**src/rtl/upv_pkg.sv**
```systemverilog
// Package for the UTF-8 path validator: widths, byte codes and character class helpers.
package upv_pkg;

    localparam int unsigned MaxPathBytesDefault = 4096;
    localparam int unsigned LenW                = 13;
    localparam int unsigned InDataW             = 8;
    localparam int unsigned OutDataW            = 16;

    // Byte codes used by the path and UTF-8 rules.
    localparam logic [7:0] ByteNul      = 8'h00;
    localparam logic [7:0] ByteSlash    = 8'h2F;
    localparam logic [7:0] ByteDot      = 8'h2E;
    localparam logic [7:0] ByteSpace    = 8'h20;
    localparam logic [7:0] ByteDel      = 8'h7F;
    localparam logic [7:0] ByteAsciiTop = 8'h80;
    localparam logic [7:0] Lead2Low     = 8'hC2;
    localparam logic [7:0] Lead2High    = 8'hDF;
    localparam logic [7:0] Lead3Low     = 8'hE0;
    localparam logic [7:0] Lead3High    = 8'hEF;
    localparam logic [7:0] Lead4Low     = 8'hF0;
    localparam logic [7:0] Lead4High    = 8'hF4;
    localparam logic [7:0] LeadSurr     = 8'hED;
    localparam logic [7:0] ContMask     = 8'hC0;
    localparam logic [7:0] ContTag      = 8'h80;
    localparam logic [7:0] Cont9F       = 8'h9F;
    localparam logic [7:0] ContA0       = 8'hA0;
    localparam logic [7:0] Cont90       = 8'h90;
    localparam logic [7:0] Cont8F       = 8'h8F;

    localparam logic [1:0] SegLenMax    = 2'd3;

    function automatic logic byte_forbidden(input logic [7:0] b);
        logic hit;
        case (b)
            8'h5C, 8'h2A, 8'h3F, 8'h5B, 8'h5D, 8'h7B, 8'h7D, ByteDel: hit = 1'b1;
            default: hit = (b < ByteSpace);
        endcase
        return hit;
    endfunction

    // Range check on the second byte of a sequence, keyed by its lead byte.
    function automatic logic first_cont_bad(input logic [7:0] lead, input logic [7:0] b);
        return (lead == Lead3Low  && b <  ContA0) ||
               (lead == LeadSurr  && b >  Cont9F) ||
               (lead == Lead4Low  && b <  Cont90) ||
               (lead == Lead4High && b >  Cont8F) ||
               (lead == Lead2Low  && b <= Cont9F);
    endfunction

endpackage

```
**src/rtl/utf8_path_validator.sv**
```systemverilog
// UTF-8 path validator: checks a zero-terminated byte stream and gives one verdict per path.
//
//  channel | dir | handshake          | content
//  s_      | in  | s_tvalid/s_tready  | s_tdata[7:0] path_byte
//  m_      | out | m_tvalid/m_tready  | m_tdata[0] path_valid, [13:1] path_length
//  cfg_    | in  | cfg_wr_en          | cfg_wr_data absolute_mode
//
// One byte is taken per cycle unless stalled; the per-byte rules are a single level of
// compares that update the path state registers directly. A terminator loads the
// verdict into the output register, seen in the cycle after its transfer. Input is
// stalled only while a verdict waits in the output register and m_tready is low. Reset
// is synchronous and active low; it clears path state, mode register and output valid.
module utf8_path_validator #(
    parameter int unsigned MAX_PATH_BYTES = upv_pkg::MaxPathBytesDefault
) (
    input  logic                         aclk,
    input  logic                         aresetn,
    input  logic                         cfg_wr_en,
    input  logic                         cfg_wr_data,
    input  logic                         s_tvalid,
    output logic                         s_tready,
    input  logic [upv_pkg::InDataW-1:0]  s_tdata,   // [7:0] path_byte
    output logic                         m_tvalid,
    input  logic                         m_tready,
    output logic [upv_pkg::OutDataW-1:0] m_tdata    // [0] path_valid, [13:1] path_length, zeros
);

    localparam int unsigned CntW = $clog2(MAX_PATH_BYTES + 1);
    localparam logic [CntW-1:0] CntMax = CntW'(MAX_PATH_BYTES);

    logic            abs_mode_reg;
    logic [CntW-1:0] count_reg,     count_next;
    logic [1:0]      rem_reg,       rem_next;
    logic [7:0]      lead_reg,      lead_next;
    logic            first_due_reg, first_due_next;
    logic [1:0]      seg_len_reg,   seg_len_next;
    logic            seg_dots_reg,  seg_dots_next;
    logic            err_reg,       err_next;

    logic                 m_valid_reg,  m_valid_next;
    logic                 verdict_reg,  verdict_next;
    logic [upv_pkg::LenW-1:0] length_reg, length_next;

    logic                 s_xfer;
    logic                 is_term;
    logic                 is_slash;
    logic                 first;
    logic                 seg_bad;
    logic [CntW+upv_pkg::LenW-1:0] count_ext;
    logic [7:0]           b;

    assign b        = s_tdata;
    assign s_tready = !m_valid_reg || m_tready;
    assign s_xfer   = s_tvalid && s_tready;
    assign is_term  = (b == upv_pkg::ByteNul);
    assign is_slash = (b == upv_pkg::ByteSlash);
    assign first    = (count_reg == '0);
    assign seg_bad  = (seg_len_reg == 2'd0) || ((seg_len_reg <= 2'd2) && seg_dots_reg);
    assign count_ext = {{upv_pkg::LenW{1'b0}}, count_reg};

    always_comb begin
        count_next     = count_reg;
        rem_next       = rem_reg;
        lead_next      = lead_reg;
        first_due_next = first_due_reg;
        seg_len_next   = seg_len_reg;
        seg_dots_next  = seg_dots_reg;
        err_next       = err_reg;
        verdict_next   = verdict_reg;
        length_next    = length_reg;

        if (s_xfer && is_term) begin
            if (first || err_reg || rem_reg != 2'd0) begin
                verdict_next = 1'b0;
            end else if (abs_mode_reg && count_reg == CntW'(1)) begin
                verdict_next = 1'b1;
            end else begin
                verdict_next = !seg_bad;
            end
            length_next    = count_ext[upv_pkg::LenW-1:0];
            count_next     = '0;
            rem_next       = 2'd0;
            lead_next      = 8'd0;
            first_due_next = 1'b0;
            seg_len_next   = 2'd0;
            seg_dots_next  = 1'b1;
            err_next       = 1'b0;
        end else if (s_xfer) begin
            if (count_reg == CntMax) begin
                err_next = 1'b1;
            end else begin
                count_next = count_reg + CntW'(1);
            end
            if (first && (abs_mode_reg != is_slash)) begin
                err_next = 1'b1;
            end
            if (upv_pkg::byte_forbidden(b)) begin
                err_next = 1'b1;
            end

            // UTF-8 sequence tracking.
            if (rem_reg == 2'd0) begin
                if (b >= upv_pkg::ByteAsciiTop) begin
                    if (b >= upv_pkg::Lead2Low && b <= upv_pkg::Lead2High) begin
                        rem_next = 2'd1;
                    end else if (b >= upv_pkg::Lead3Low && b <= upv_pkg::Lead3High) begin
                        rem_next = 2'd2;
                    end else if (b >= upv_pkg::Lead4Low && b <= upv_pkg::Lead4High) begin
                        rem_next = 2'd3;
                    end else begin
                        err_next = 1'b1;
                    end
                    if (b >= upv_pkg::Lead2Low && b <= upv_pkg::Lead4High) begin
                        lead_next      = b;
                        first_due_next = 1'b1;
                    end
                end
            end else if ((b & upv_pkg::ContMask) != upv_pkg::ContTag) begin
                // A broken sequence is dropped; the byte is not taken as a new lead.
                err_next       = 1'b1;
                rem_next       = 2'd0;
                first_due_next = 1'b0;
            end else begin
                if (first_due_reg) begin
                    if (upv_pkg::first_cont_bad(lead_reg, b)) begin
                        err_next = 1'b1;
                    end
                    first_due_next = 1'b0;
                end
                rem_next = rem_reg - 2'd1;
            end

            // Segment rules; the leading slash of an absolute path opens no segment.
            if (!(first && abs_mode_reg && is_slash)) begin
                if (is_slash) begin
                    if (seg_bad) begin
                        err_next = 1'b1;
                    end
                    seg_len_next  = 2'd0;
                    seg_dots_next = 1'b1;
                end else begin
                    if (seg_len_reg < upv_pkg::SegLenMax) begin
                        seg_len_next = seg_len_reg + 2'd1;
                    end
                    if (b != upv_pkg::ByteDot) begin
                        seg_dots_next = 1'b0;
                    end
                end
            end
        end
    end

    always_comb begin
        if (s_xfer && is_term) begin
            m_valid_next = 1'b1;
        end else if (m_tready) begin
            m_valid_next = 1'b0;
        end else begin
            m_valid_next = m_valid_reg;
        end
    end

    always_ff @(posedge aclk) begin
        if (!aresetn) begin
            abs_mode_reg  <= 1'b0;
            count_reg     <= '0;
            rem_reg       <= 2'd0;
            lead_reg      <= 8'd0;
            first_due_reg <= 1'b0;
            seg_len_reg   <= 2'd0;
            seg_dots_reg  <= 1'b1;
            err_reg       <= 1'b0;
            m_valid_reg   <= 1'b0;
        end else begin
            if (cfg_wr_en) begin
                abs_mode_reg <= cfg_wr_data;
            end
            count_reg     <= count_next;
            rem_reg       <= rem_next;
            lead_reg      <= lead_next;
            first_due_reg <= first_due_next;
            seg_len_reg   <= seg_len_next;
            seg_dots_reg  <= seg_dots_next;
            err_reg       <= err_next;
            m_valid_reg   <= m_valid_next;
        end
    end

    always_ff @(posedge aclk) begin
        verdict_reg <= verdict_next;
        length_reg  <= length_next;
    end

    assign m_tvalid = m_valid_reg;
    assign m_tdata  = {{(upv_pkg::OutDataW - upv_pkg::LenW - 1){1'b0}}, length_reg, verdict_reg};

    // The byte count never passes the configured limit.
    a_count_limit: assert property (@(posedge aclk) disable iff (!aresetn)
        count_reg <= CntMax)
        else $error("byte count above limit");

    // A pending first-continuation check implies an open sequence.
    a_first_due_open: assert property (@(posedge aclk) disable iff (!aresetn)
        first_due_reg |-> (rem_reg != 2'd0))
        else $error("first continuation due without open sequence");

    // A terminator transfer yields a verdict and a cleared path state.
    a_term_clears: assert property (@(posedge aclk) disable iff (!aresetn)
        (s_xfer && is_term) |=> (m_tvalid && count_reg == '0 && !err_reg && rem_reg == 2'd0))
        else $error("terminator did not produce verdict and clear state");

    // A non-terminator below the limit advances the count by one.
    a_count_step: assert property (@(posedge aclk) disable iff (!aresetn)
        (s_xfer && !is_term && count_reg != CntMax) |=>
            (count_reg == $past(count_reg) + CntW'(1)))
        else $error("byte count did not advance");

    // Input is never taken while a verdict is stalled.
    a_no_overrun: assert property (@(posedge aclk) disable iff (!aresetn)
        (m_valid_reg && !m_tready) |-> !s_tready)
        else $error("input accepted over a stalled verdict");

endmodule

```
**config.mk**
```make
export PLATFORM = sky130hd
export DESIGN_NAME = utf8_path_validator
export DESIGN_NICKNAME = d
export VERILOG_FILES = /design/src/rtl/upv_pkg.sv /design/src/rtl/utf8_path_validator.sv
export SDC_FILE = /design/constraint.sdc
export NUM_CORES = 1
export LEC_CHECK = 0
export ABC_AREA = 1
export CORE_MARGIN = 5
export CORE_UTILIZATION = 45
export CTS_CLUSTER_SIZE = 28
export DETAILED_ROUTE_END_ITERATION = 8
export DONT_BUFFER_PORTS = 1
export GPL_ROUTABILITY_DRIVEN = 0
export PLACE_DENSITY_LB_ADDON = 0.2
export REMOVE_ABC_BUFFERS = 1
export SLEW_MARGIN = 15
export SYNTH_ARGS = -nofsm -noshare
export SYNTH_HDL_FRONTEND = slang
export SYNTH_SLANG_ARGS = --single-unit
```
**constraint.sdc**
```tcl
create_clock -name aclk -period 2.6 [get_ports aclk]
set_clock_uncertainty 0.2 [all_clocks]
set_input_delay 0.13 -clock aclk [delete_from_list [all_inputs] [get_ports aclk]]
set_output_delay 0.13 -clock aclk [all_outputs]
set_load 0.02 [all_outputs]
```
==> impl_metrics.env, run 1 <==
export IMPL_cts_buffers=5
export IMPL_crit_path_end_kind="register"
export IMPL_worst_path_stages=10
export IMPL_crit_start="m_tvalid"
export IMPL_worstPathCellList="nand2_1, nand2_2, inv_2, nand2_2, inv_4, nand3_2, nor2_1, nand3_1, nand2_1, nor2_1"
export IMPL_ir_worst_vdd_v=0.0003534
export IMPL_finalCriticalPeriod_ns=1.999
export IMPL_maxSlewViolCount=0
export IMPL_holdPathStages=4
export IMPL_antenna_cells=0
export IMPL_cts_max_level=2
export IMPL_met1_usage_pct=19.43
export IMPL_crit_fanout=12
export IMPL_cts_hold_fix_buffers=10
export IMPL_grt_ovfl_total=0
export IMPL_grt_setup_unrepaired="no"
export IMPL_die_w_um=83.75
export IMPL_track_usage_pct=14.77
export IMPL_nets=349
export IMPL_holdWs_ns=0.01351
export IMPL_ys_types=35
export IMPL_status="completed"
export IMPL_cap_violations=0
export IMPL_viasPerCell=5.060
export IMPL_clk_latency_ns=0.29
export IMPL_synth_edff_count=14
export IMPL_synth_area_per_cell_um2=7.745
export IMPL_io_pins=32
export IMPL_crit_slowest_cell="dfxtp_1"
export IMPL_rows=26
export IMPL_post_drt_wl_per_cell_um=12.53
export IMPL_power_mw=1.602
export IMPL_ys_seq_area_share_pct=41.72
export IMPL_yosysTopAreaCell="dfxtp_1"
export IMPL_critPathBufInv=2
export IMPL_finalWirelength_um=5010
export IMPL_r2r_cells=10
export IMPL_yosys_warnings=0
export IMPL_p_int_mw=1.208
export IMPL_clock_sinks=44
export IMPL_grt_pass1_vias=1883
export IMPL_p_per_area_nw_per_um2=588.3
export IMPL_synthArstFlopShare_pct=0
export IMPL_power_frac_comb_pct=14.1
export IMPL_synthTopCellsByArea="dfxtp_1 (25%), edfxtp_1 (17%), nand2_1 (9.7%)"
export IMPL_start_util_pct=47.02
export IMPL_arrival_ns=1.99
export IMPL_worstHoldStart="s_tdata[7]"
export IMPL_use_met3_pct=3.060
export IMPL_coreArea_um2=5205
export IMPL_grt_max_degree=16
export IMPL_busiest_layer="met2"
export IMPL_clkPwrFrac_pct=38.1
export IMPL_synth_top_cell_area_share_pct=24.54
export IMPL_finalSetupTns_ns=0
export IMPL_ys_top_cells_by_count="nand2_1 (63), inv_1 (45), nor2_1 (33)"
export IMPL_clock_path_buffers=2
export IMPL_cts_resized_gates=0
export IMPL_hold_path_class="primary input to register"
export IMPL_max_slew_margin_pct=65.54
export IMPL_critPathMaxStageDelay_ns=0.38
export IMPL_vias=2024
export IMPL_r2r_start="m_tvalid"
export IMPL_syn2layout_area_growth_pct=11.25
export IMPL_die_area_um2=7013
export IMPL_postCtsSetupBuffers=0
export IMPL_cts_tree="built"
export IMPL_r2r_slack_ns=0.60
export IMPL_switching_share_pct=24.55
export IMPL_antenna_found_initial=0
export IMPL_first_pass_iters=6
export IMPL_crit_family="simple AND/OR/NAND/NOR gates"
export IMPL_io_buffers=0
export IMPL_clk_pin_slew_ns=0.08
export IMPL_cts_root_buf="clkbuf_8"
export IMPL_cp_required_ns=2.59
export IMPL_ant_nets=0
export IMPL_power_switching_mw=0.3933
export IMPL_max_freq_ghz=0.5002
export IMPL_synthCells=316
export IMPL_drive_gt1_share_pct=11.82
export IMPL_place_hpwl_um=3729
export IMPL_grt_pass1_wl_um=8625
export IMPL_die_h_um=83.75
export IMPL_leakage_nw=1.085
export IMPL_setup_viol=0
export IMPL_synth_ff_type="dfxtp_1"
export IMPL_final_util_pct=52.31
export IMPL_finalHoldViolations=0
export IMPL_synth_most_common_cell="nand2_1"
export IMPL_synth_area_um2=2447
export IMPL_path_class="register to register"
export IMPL_seqPwrFrac_pct=47.8
export IMPL_first_iter_violations=90
export IMPL_met2_usage_pct=24.73
export IMPL_period_share_pct=76.89
export IMPL_worst_slew_pin_slew_ns=0.5130
export IMPL_drc=0
export IMPL_cp_start_kind="register"
export IMPL_ys_seq_elements=44
final cells by class:
type                       instances  area (µm²)
fill                             519        2482
multi-input combinational        216        1176
sequential                        44        1021
inverter                          50       190.2
timing repair buffer              12       115.1
tap                               70       87.58
clock buffer                       6       72.57
clock inverter                     2       60.06
power groups by stage:
stage	Combinational, mW	Sequential (mW)	Clock (mW)
floorplan	0.176	0.775	0
global placement	0.208	0.781	0
detailed placement	0.212	0.782	0
CTS	0.227	0.766	0.630
global route	0.260	0.771	0.652
finish	0.226	0.766	0.610
logic make-up after synthesis:
| logic type | Yosys count | share of synthesized area [%] |
|---|---|---|
| other | 1 | 0.1532 |
| buffers and inverters | 57 | 10.38 |
| adder cells (fa/ha/maj) | 6 | 3.067 |
| flip-flops | 44 | 41.72 |
| AND/OR/NAND/NOR | 151 | 30.06 |
| XOR/XNOR | 4 | 1.431 |
| AO/OA/AOI/OAI | 53 | 13.19 |
worst min-delay path, cell delays in order:
cell and delay (ns):
nand2_1 0.09, nor3_1 0.05, a21oi_1 0.11, a21oi_1 0.08
cells in the final DEF, fill, tap and decap left out, types with 2 or more instances in the layout:
cell type      synthesis  layout
nand2_1               63      63
nand3_2                3       3
bufinv_16              0       2
conb_1                 1       2
inv_1                 45      45
dlygate4sd3_1          0      10
nand4_1                6       6
nor3_2                 2       2
nor2_1                33      33
nand2_2                3       3
nand3_1               21      21
o21ai_2                5       5
clkbuf_8               0       5
o21ai_0               16      16
ha_1                   6       6
nor3_1                11      11
inv_2                  4       4
buf_4                  5       2
edfxtp_1              14      14
nor2_4                 4       4
dfxtp_1               30      30
xor2_1                 4       4
a21oi_1               23      23
a21oi_2                3       3
metal layers:
metal  vias to the layer above  share of wire, %
li1                       1049                 -
met1                       920                47
met2                        47                48
met3                         8               3.7
met4                         0              0.96
met5                         -                 0
per-stage QoR:
step / cells / cell area (µm²) / setup WS [ns]
2_1_floorplan: 310 / 2387 / 0.2088
3_3_place_gp: 382 / 2490 / 0.6390
3_5_place_dp: 382 / 2490 / 0.5903
4_1_cts: 400 / 2723 / 0.5779
5_1_grt: 400 / 2723 / 0.4287
6_report: 400 / 2723 / 0.6010
final timing paths:
kind / end
setup / recovery: count_reg[9]
hold / removal: rem_reg[1]
setup reg to reg: count_reg[9]
hold reg to reg: length_reg[11]
No activity file was read; power rests on OpenSTA's default activity.
==> inputs of run 2 (changes only) <==
- clock period: 2.6 -> 1.95 ns (I/O delays scaled with it)
==> run 2 against run 1 <==
Compared with the run above:
- critical path depth up 2
- core utilization up 0.96 points
- sequential power up 33%
- combinational power up 39%
- flip-flop and latch count unchanged
- global-route usage up 0.40 points
- die area unchanged
- via count up 1.5%
- maximum frequency up 12%
- critical path type unchanged
- critical endpoint unchanged
- largest power group unchanged
- highest routed layer unchanged
==> impl_metrics.env, run 2 (synthesis gave the netlist of run 1 again) <==
export IMPL_crit_path_end_kind="register"
export IMPL_grt_pass1_wl_um=8742
export IMPL_first_iter_violations=119
export IMPL_grt_ovfl_total=0
export IMPL_die_h_um=83.75
export IMPL_finalCriticalPeriod_ns=1.788
export IMPL_hold_path_class="primary input to register"
export IMPL_clkPwrFrac_pct=29.3
export IMPL_antenna_found_initial=0
export IMPL_placedCellCount=392
export IMPL_crit_fanout=7
export IMPL_max_freq_ghz=0.5593
export IMPL_crit_slowest_cell="dfxtp_1"
export IMPL_cts_buffers=5
export IMPL_post_drt_wl_per_cell_um=12.64
export IMPL_drive_gt1_share_pct=14.62
export IMPL_cp_start_kind="register"
export IMPL_leakage_nw=1.119
export IMPL_first_pass_iters=4
export IMPL_drc=0
export IMPL_die_area_um2=7013
export IMPL_worstPathCellList="inv_1, ha_1, nand2_2, nor2_4, nand2_1, nand2_2, inv_4, nand3_2, nor2_2, nand3_1, nand2_1, nor2_1"
export IMPL_grt_max_degree=14
export IMPL_maxSlewViolCount=0
export IMPL_clk_pin_slew_ns=0.08
export IMPL_antenna_cells=0
export IMPL_switching_share_pct=28.08
export IMPL_clock_path_buffers=2
export IMPL_finalHoldViolations=0
export IMPL_status="completed"
export IMPL_ant_nets=0
export IMPL_path_class="register to register"
export IMPL_clock_sinks=44
export IMPL_finalWirelength_um=5209
export IMPL_final_area_um2=2773
export IMPL_ir_worst_vdd_v=0.0003512
export IMPL_cts_max_level=2
export IMPL_cts_root_buf="clkbuf_8"
export IMPL_grt_setup_unrepaired="no"
export IMPL_final_common_cell="nand2_1"
export IMPL_power_frac_comb_pct=16.6
export IMPL_critPathMaxStageDelay_ns=0.36
export IMPL_place_hpwl_um=3907
export IMPL_power_switching_mw=0.5298
export IMPL_p_int_mw=1.357
export IMPL_grt_pass1_vias=1940
export IMPL_dpl_worst_slack_ns=0.1007
export IMPL_coreArea_um2=5205
export IMPL_syn2layout_area_growth_pct=13.29
export IMPL_period_share_pct=91.70
export IMPL_cp_required_ns=1.94
export IMPL_cts_tree="built"
export IMPL_cap_violations=0
export IMPL_die_w_um=83.75
export IMPL_p_per_area_nw_per_um2=680.3
export IMPL_worst_slack_ns=0.1619
export IMPL_nets=361
export IMPL_clk_latency_ns=0.29
export IMPL_seqPwrFrac_pct=54.1
export IMPL_track_usage_pct=15.17
export IMPL_placed_cell_area_um2=2565
export IMPL_arrival_ns=1.78
export IMPL_setup_viol=0
export IMPL_vias=2055
export IMPL_io_buffers=0
export IMPL_rows=26
export IMPL_viasPerCell=4.988
export IMPL_holdWs_ns=0.01809
export IMPL_io_pins=32
export IMPL_instances_no_fill=412
export IMPL_r2r_slack_ns=0.16
export IMPL_final_cell_mix="nand2_1 (63), inv_1 (45), nor2_1 (32), dfxtp_1 (29), a21oi_1 (23)"
export IMPL_start_util_pct=47.02
export IMPL_nFillCells=523
## run 2: cell count changes in the layout (fill, tap and decap cells not counted)
cell / before / now
buf_4: 2 / 12
bufinv_16: 2 / 0
clkinv_1: 0 / 1
clkinvlp_4: 0 / 1
dfxtp_1: 30 / 29
dfxtp_2: 0 / 1
dlygate4sd3_1: 10 / 12
nor2_1: 33 / 32
nor2_2: 0 / 1
## run 2: path summary, 6_finish.rpt
kind / from / to / depth (start not counted)
min reg2reg: count_reg[11] / length_reg[11] / 0
max: count_reg[1] / count_reg[9] / 12
max reg2reg: count_reg[1] / count_reg[9] / 12
min: s_tdata[2] / seg_dots_reg / 6
## run 2: area by class of cell
type	count	area [µm²]	area share, %
Multi-Input combinational cell	216	1179	42.51
Sequential cell	44	1022	36.87
Timing Repair Buffer	24	210.2	7.581
Inverter	50	190.2	6.859
Tap cell	70	87.58	3.159
Clock buffer	6	72.57	2.617
Clock inverter	2	11.26	0.4061
## run 2: what timing repair did
action,4_1_cts,5_1_grt
endpoints found under the setup margin,0,3
buffers inserted,0,0
gates resized for setup,0,2
endpoints found under the hold margin,14,0
hold buffers,12,0
## run 2: power groups by stage
stage                     clock, mW  sequential (mW)  combinational [mW]
after CTS                     0.569             1.02               0.314
after floorplan                   0             1.03               0.234
after detailed placement          0             1.04               0.289
final                         0.552             1.02               0.314
after global routing          0.613             1.03               0.354
after global placement            0             1.04               0.288
## run 2: critical path, delay by kind of cell, from the launching register on
family	cells	cell delay, ns
flip-flops	1	0.36
buffers and inverters	2	0.20
adder cells (fa/ha/maj)	1	0.19
AND/OR/NAND/NOR	9	0.72
## run 2: stage by stage
stage	util (%)	total power, mW	setup TNS (ns)
6_report	53.27	1.886	0
5_1_grt	53.27	1.996	0
4_1_cts	53.20	1.903	0
3_5_place_dp	49.28	1.330	0
3_3_place_gp	49.28	1.328	0
2_1_floorplan	-	1.267	-11.59
## run 2: routing by layer
layer  track usage [%]  vias up  share of wire (%)
li1                  -     1075                  -
met4             5.556        0                1.7
met2             24.51       45                 48
met1             19.73      925                 47
met3             3.455       10                3.4
met5                 0        -                  0
==> inputs of run 3 (changes only) <==
==> constraint.sdc (replaced) <==
create_clock -name aclk -period 1.95 [get_ports aclk]
set_clock_uncertainty 0.2 [all_clocks]
set_input_delay 0.195 -clock aclk [delete_from_list [all_inputs] [get_ports aclk]]
set_output_delay 0.195 -clock aclk [all_outputs]
set_load 0.02 [all_outputs]
==> run 3 against run 2 <==
Compared with the run above:
- maximum frequency about the same
- power decreased by 0.50%
- worst hold slack got worse by 0.010 ns
- sequential power about the same
- flip-flop and latch count unchanged
- worst setup slack improved by 0.00074 ns
- largest power group unchanged
==> impl_metrics.env, run 3 (synthesis gave the netlist of run 1 again) <==
export IMPL_status="completed"
export IMPL_first_pass_iters=4
export IMPL_finalHoldViolations=0
export IMPL_clock_path_buffers=2
export IMPL_io_buffers=0
export IMPL_io_pins=32
export IMPL_cts_max_level=2
export IMPL_cp_required_ns=1.94
export IMPL_place_hpwl_um=3907
export IMPL_power_mw=1.877
export IMPL_final_cell_mix="nand2_1 (63), inv_1 (45), nor2_1 (32), dfxtp_1 (29), a21oi_1 (23)"
export IMPL_grt_setup_unrepaired="no"
export IMPL_ant_nets=0
export IMPL_p_per_area_nw_per_um2=684.3
export IMPL_clock_sinks=44
export IMPL_finalCriticalPeriod_ns=1.787
export IMPL_cp_start_kind="register"
export IMPL_drc=0
export IMPL_start_util_pct=47.02
export IMPL_grt_pass1_wl_um=8659
export IMPL_setup_viol=0
export IMPL_die_area_um2=7013
export IMPL_antenna_cells=0
export IMPL_die_h_um=83.75
export IMPL_multiInputGateArea_um2=1179
export IMPL_rows=26
export IMPL_post_drt_wl_per_cell_um=12.64
export IMPL_max_freq_ghz=0.5595
export IMPL_cts_root_buf="clkbuf_8"
export IMPL_maxSlewViolCount=0
export IMPL_grt_ovfl_total=0
export IMPL_crit_path_end_kind="register"
export IMPL_first_iter_violations=118
export IMPL_postCtsSetupBuffers=0
export IMPL_period_share_pct=91.66
export IMPL_final_common_cell="nand2_1"
export IMPL_cap_violations=0
export IMPL_nets=358
export IMPL_leakage_nw=1.107
export IMPL_grt_max_degree=14
export IMPL_cts_tree="built"
export IMPL_coreArea_um2=5205
export IMPL_ir_worst_vdd_v=0.0003513
export IMPL_drive_gt1_share_pct=14.75
export IMPL_regArea_um2=1022
export IMPL_clk_latency_ns=0.29
export IMPL_finalWirelength_um=5168
export IMPL_die_w_um=83.75
export IMPL_grt_pass1_vias=1928
export IMPL_finalSetupTns_ns=0
export IMPL_crit_fanout=7
export IMPL_nFillCells=525
export IMPL_antenna_found_initial=0
export IMPL_syn2layout_area_growth_pct=12.07
export IMPL_holdWs_ns=0.007884
export IMPL_hold_path_class="primary input to register"
export IMPL_viasPerCell=4.958
export IMPL_track_usage_pct=15.04
export IMPL_clk_pin_slew_ns=0.08
export IMPL_vias=2028
export IMPL_arrival_ns=1.78
export IMPL_cts_buffers=5
export IMPL_path_class="register to register"
==> run 3: cell types whose count changed in the layout (fill, tap and decap cells not counted), sizes merged <==
cell         delta
dlygate4sd3     -3
==> run 3: final cells by class <==
cell class,instances,area share [%]
clock inverters,2,0.4106
multi-input cells,216,42.97
inverters,50,6.934
flip-flops and latches,44,37.27
well taps,70,3.193
clock buffers,6,2.646
repair buffers,21,6.569
==> run 3: final timing paths <==
kind                                    start             end  slack (ns)  cells past startpoint
worst max-delay path             count_reg[0]    count_reg[9]        0.16                     12
worst min-delay path               s_tdata[1]    seg_dots_reg       0.008                      4
worst max register to register   count_reg[0]    count_reg[9]        0.16                     12
worst min register to register  count_reg[11]  length_reg[11]        0.26                      0
==> run 3: worst max-delay path, cell delays in order (launching register included) <==
cell,delay [ns]
dfxtp_2,0.36
inv_1,0.08
ha_1,0.21
nand2_2,0.08
nor2_4,0.05
nand2_1,0.07
nand2_2,0.10
inv_4,0.11
nand3_2,0.09
nor2_2,0.14
nand3_1,0.09
nand2_1,0.07
nor2_1,0.03
==> run 3: layer usage <==
layer | vias up | track usage [%] | wire [µm]
met1 | 900 | 19.31 | 2422
met3 | 12 | 3.751 | 207
met2 | 48 | 24.15 | 2428
met4 | 0 | 5.994 | 109
met5 | - | 0 | 0
li1 | 1068 | - | -
==> run 3: where the power goes <==
group          switching, mW  internal [mW]
sequential            0.0360          0.984
combinational          0.186          0.120
clock                  0.303          0.249
total                  0.524           1.35
==> run 3: through the flow <==
stage               util, %  cell area [µm²]  cells  worst slack, ns
global placement      49.28             2565    392           0.1876
CTS                   52.62             2739    409          0.08049
finish                52.69             2743    409           0.1627
floorplan                 -             2387    310          -0.4412
global route          52.69             2743    409          0.01729
detailed placement    49.28             2565    392           0.1007
==> run 3: what timing repair did <==
| item | 4_1_cts | 5_1_grt |
|---|---|---|
| resized for setup | 0 | 2 |
| setup endpoints to repair | 0 | 3 |
| endpoints found under the hold margin | 8 | 0 |
| hold buffers | 9 | 0 |
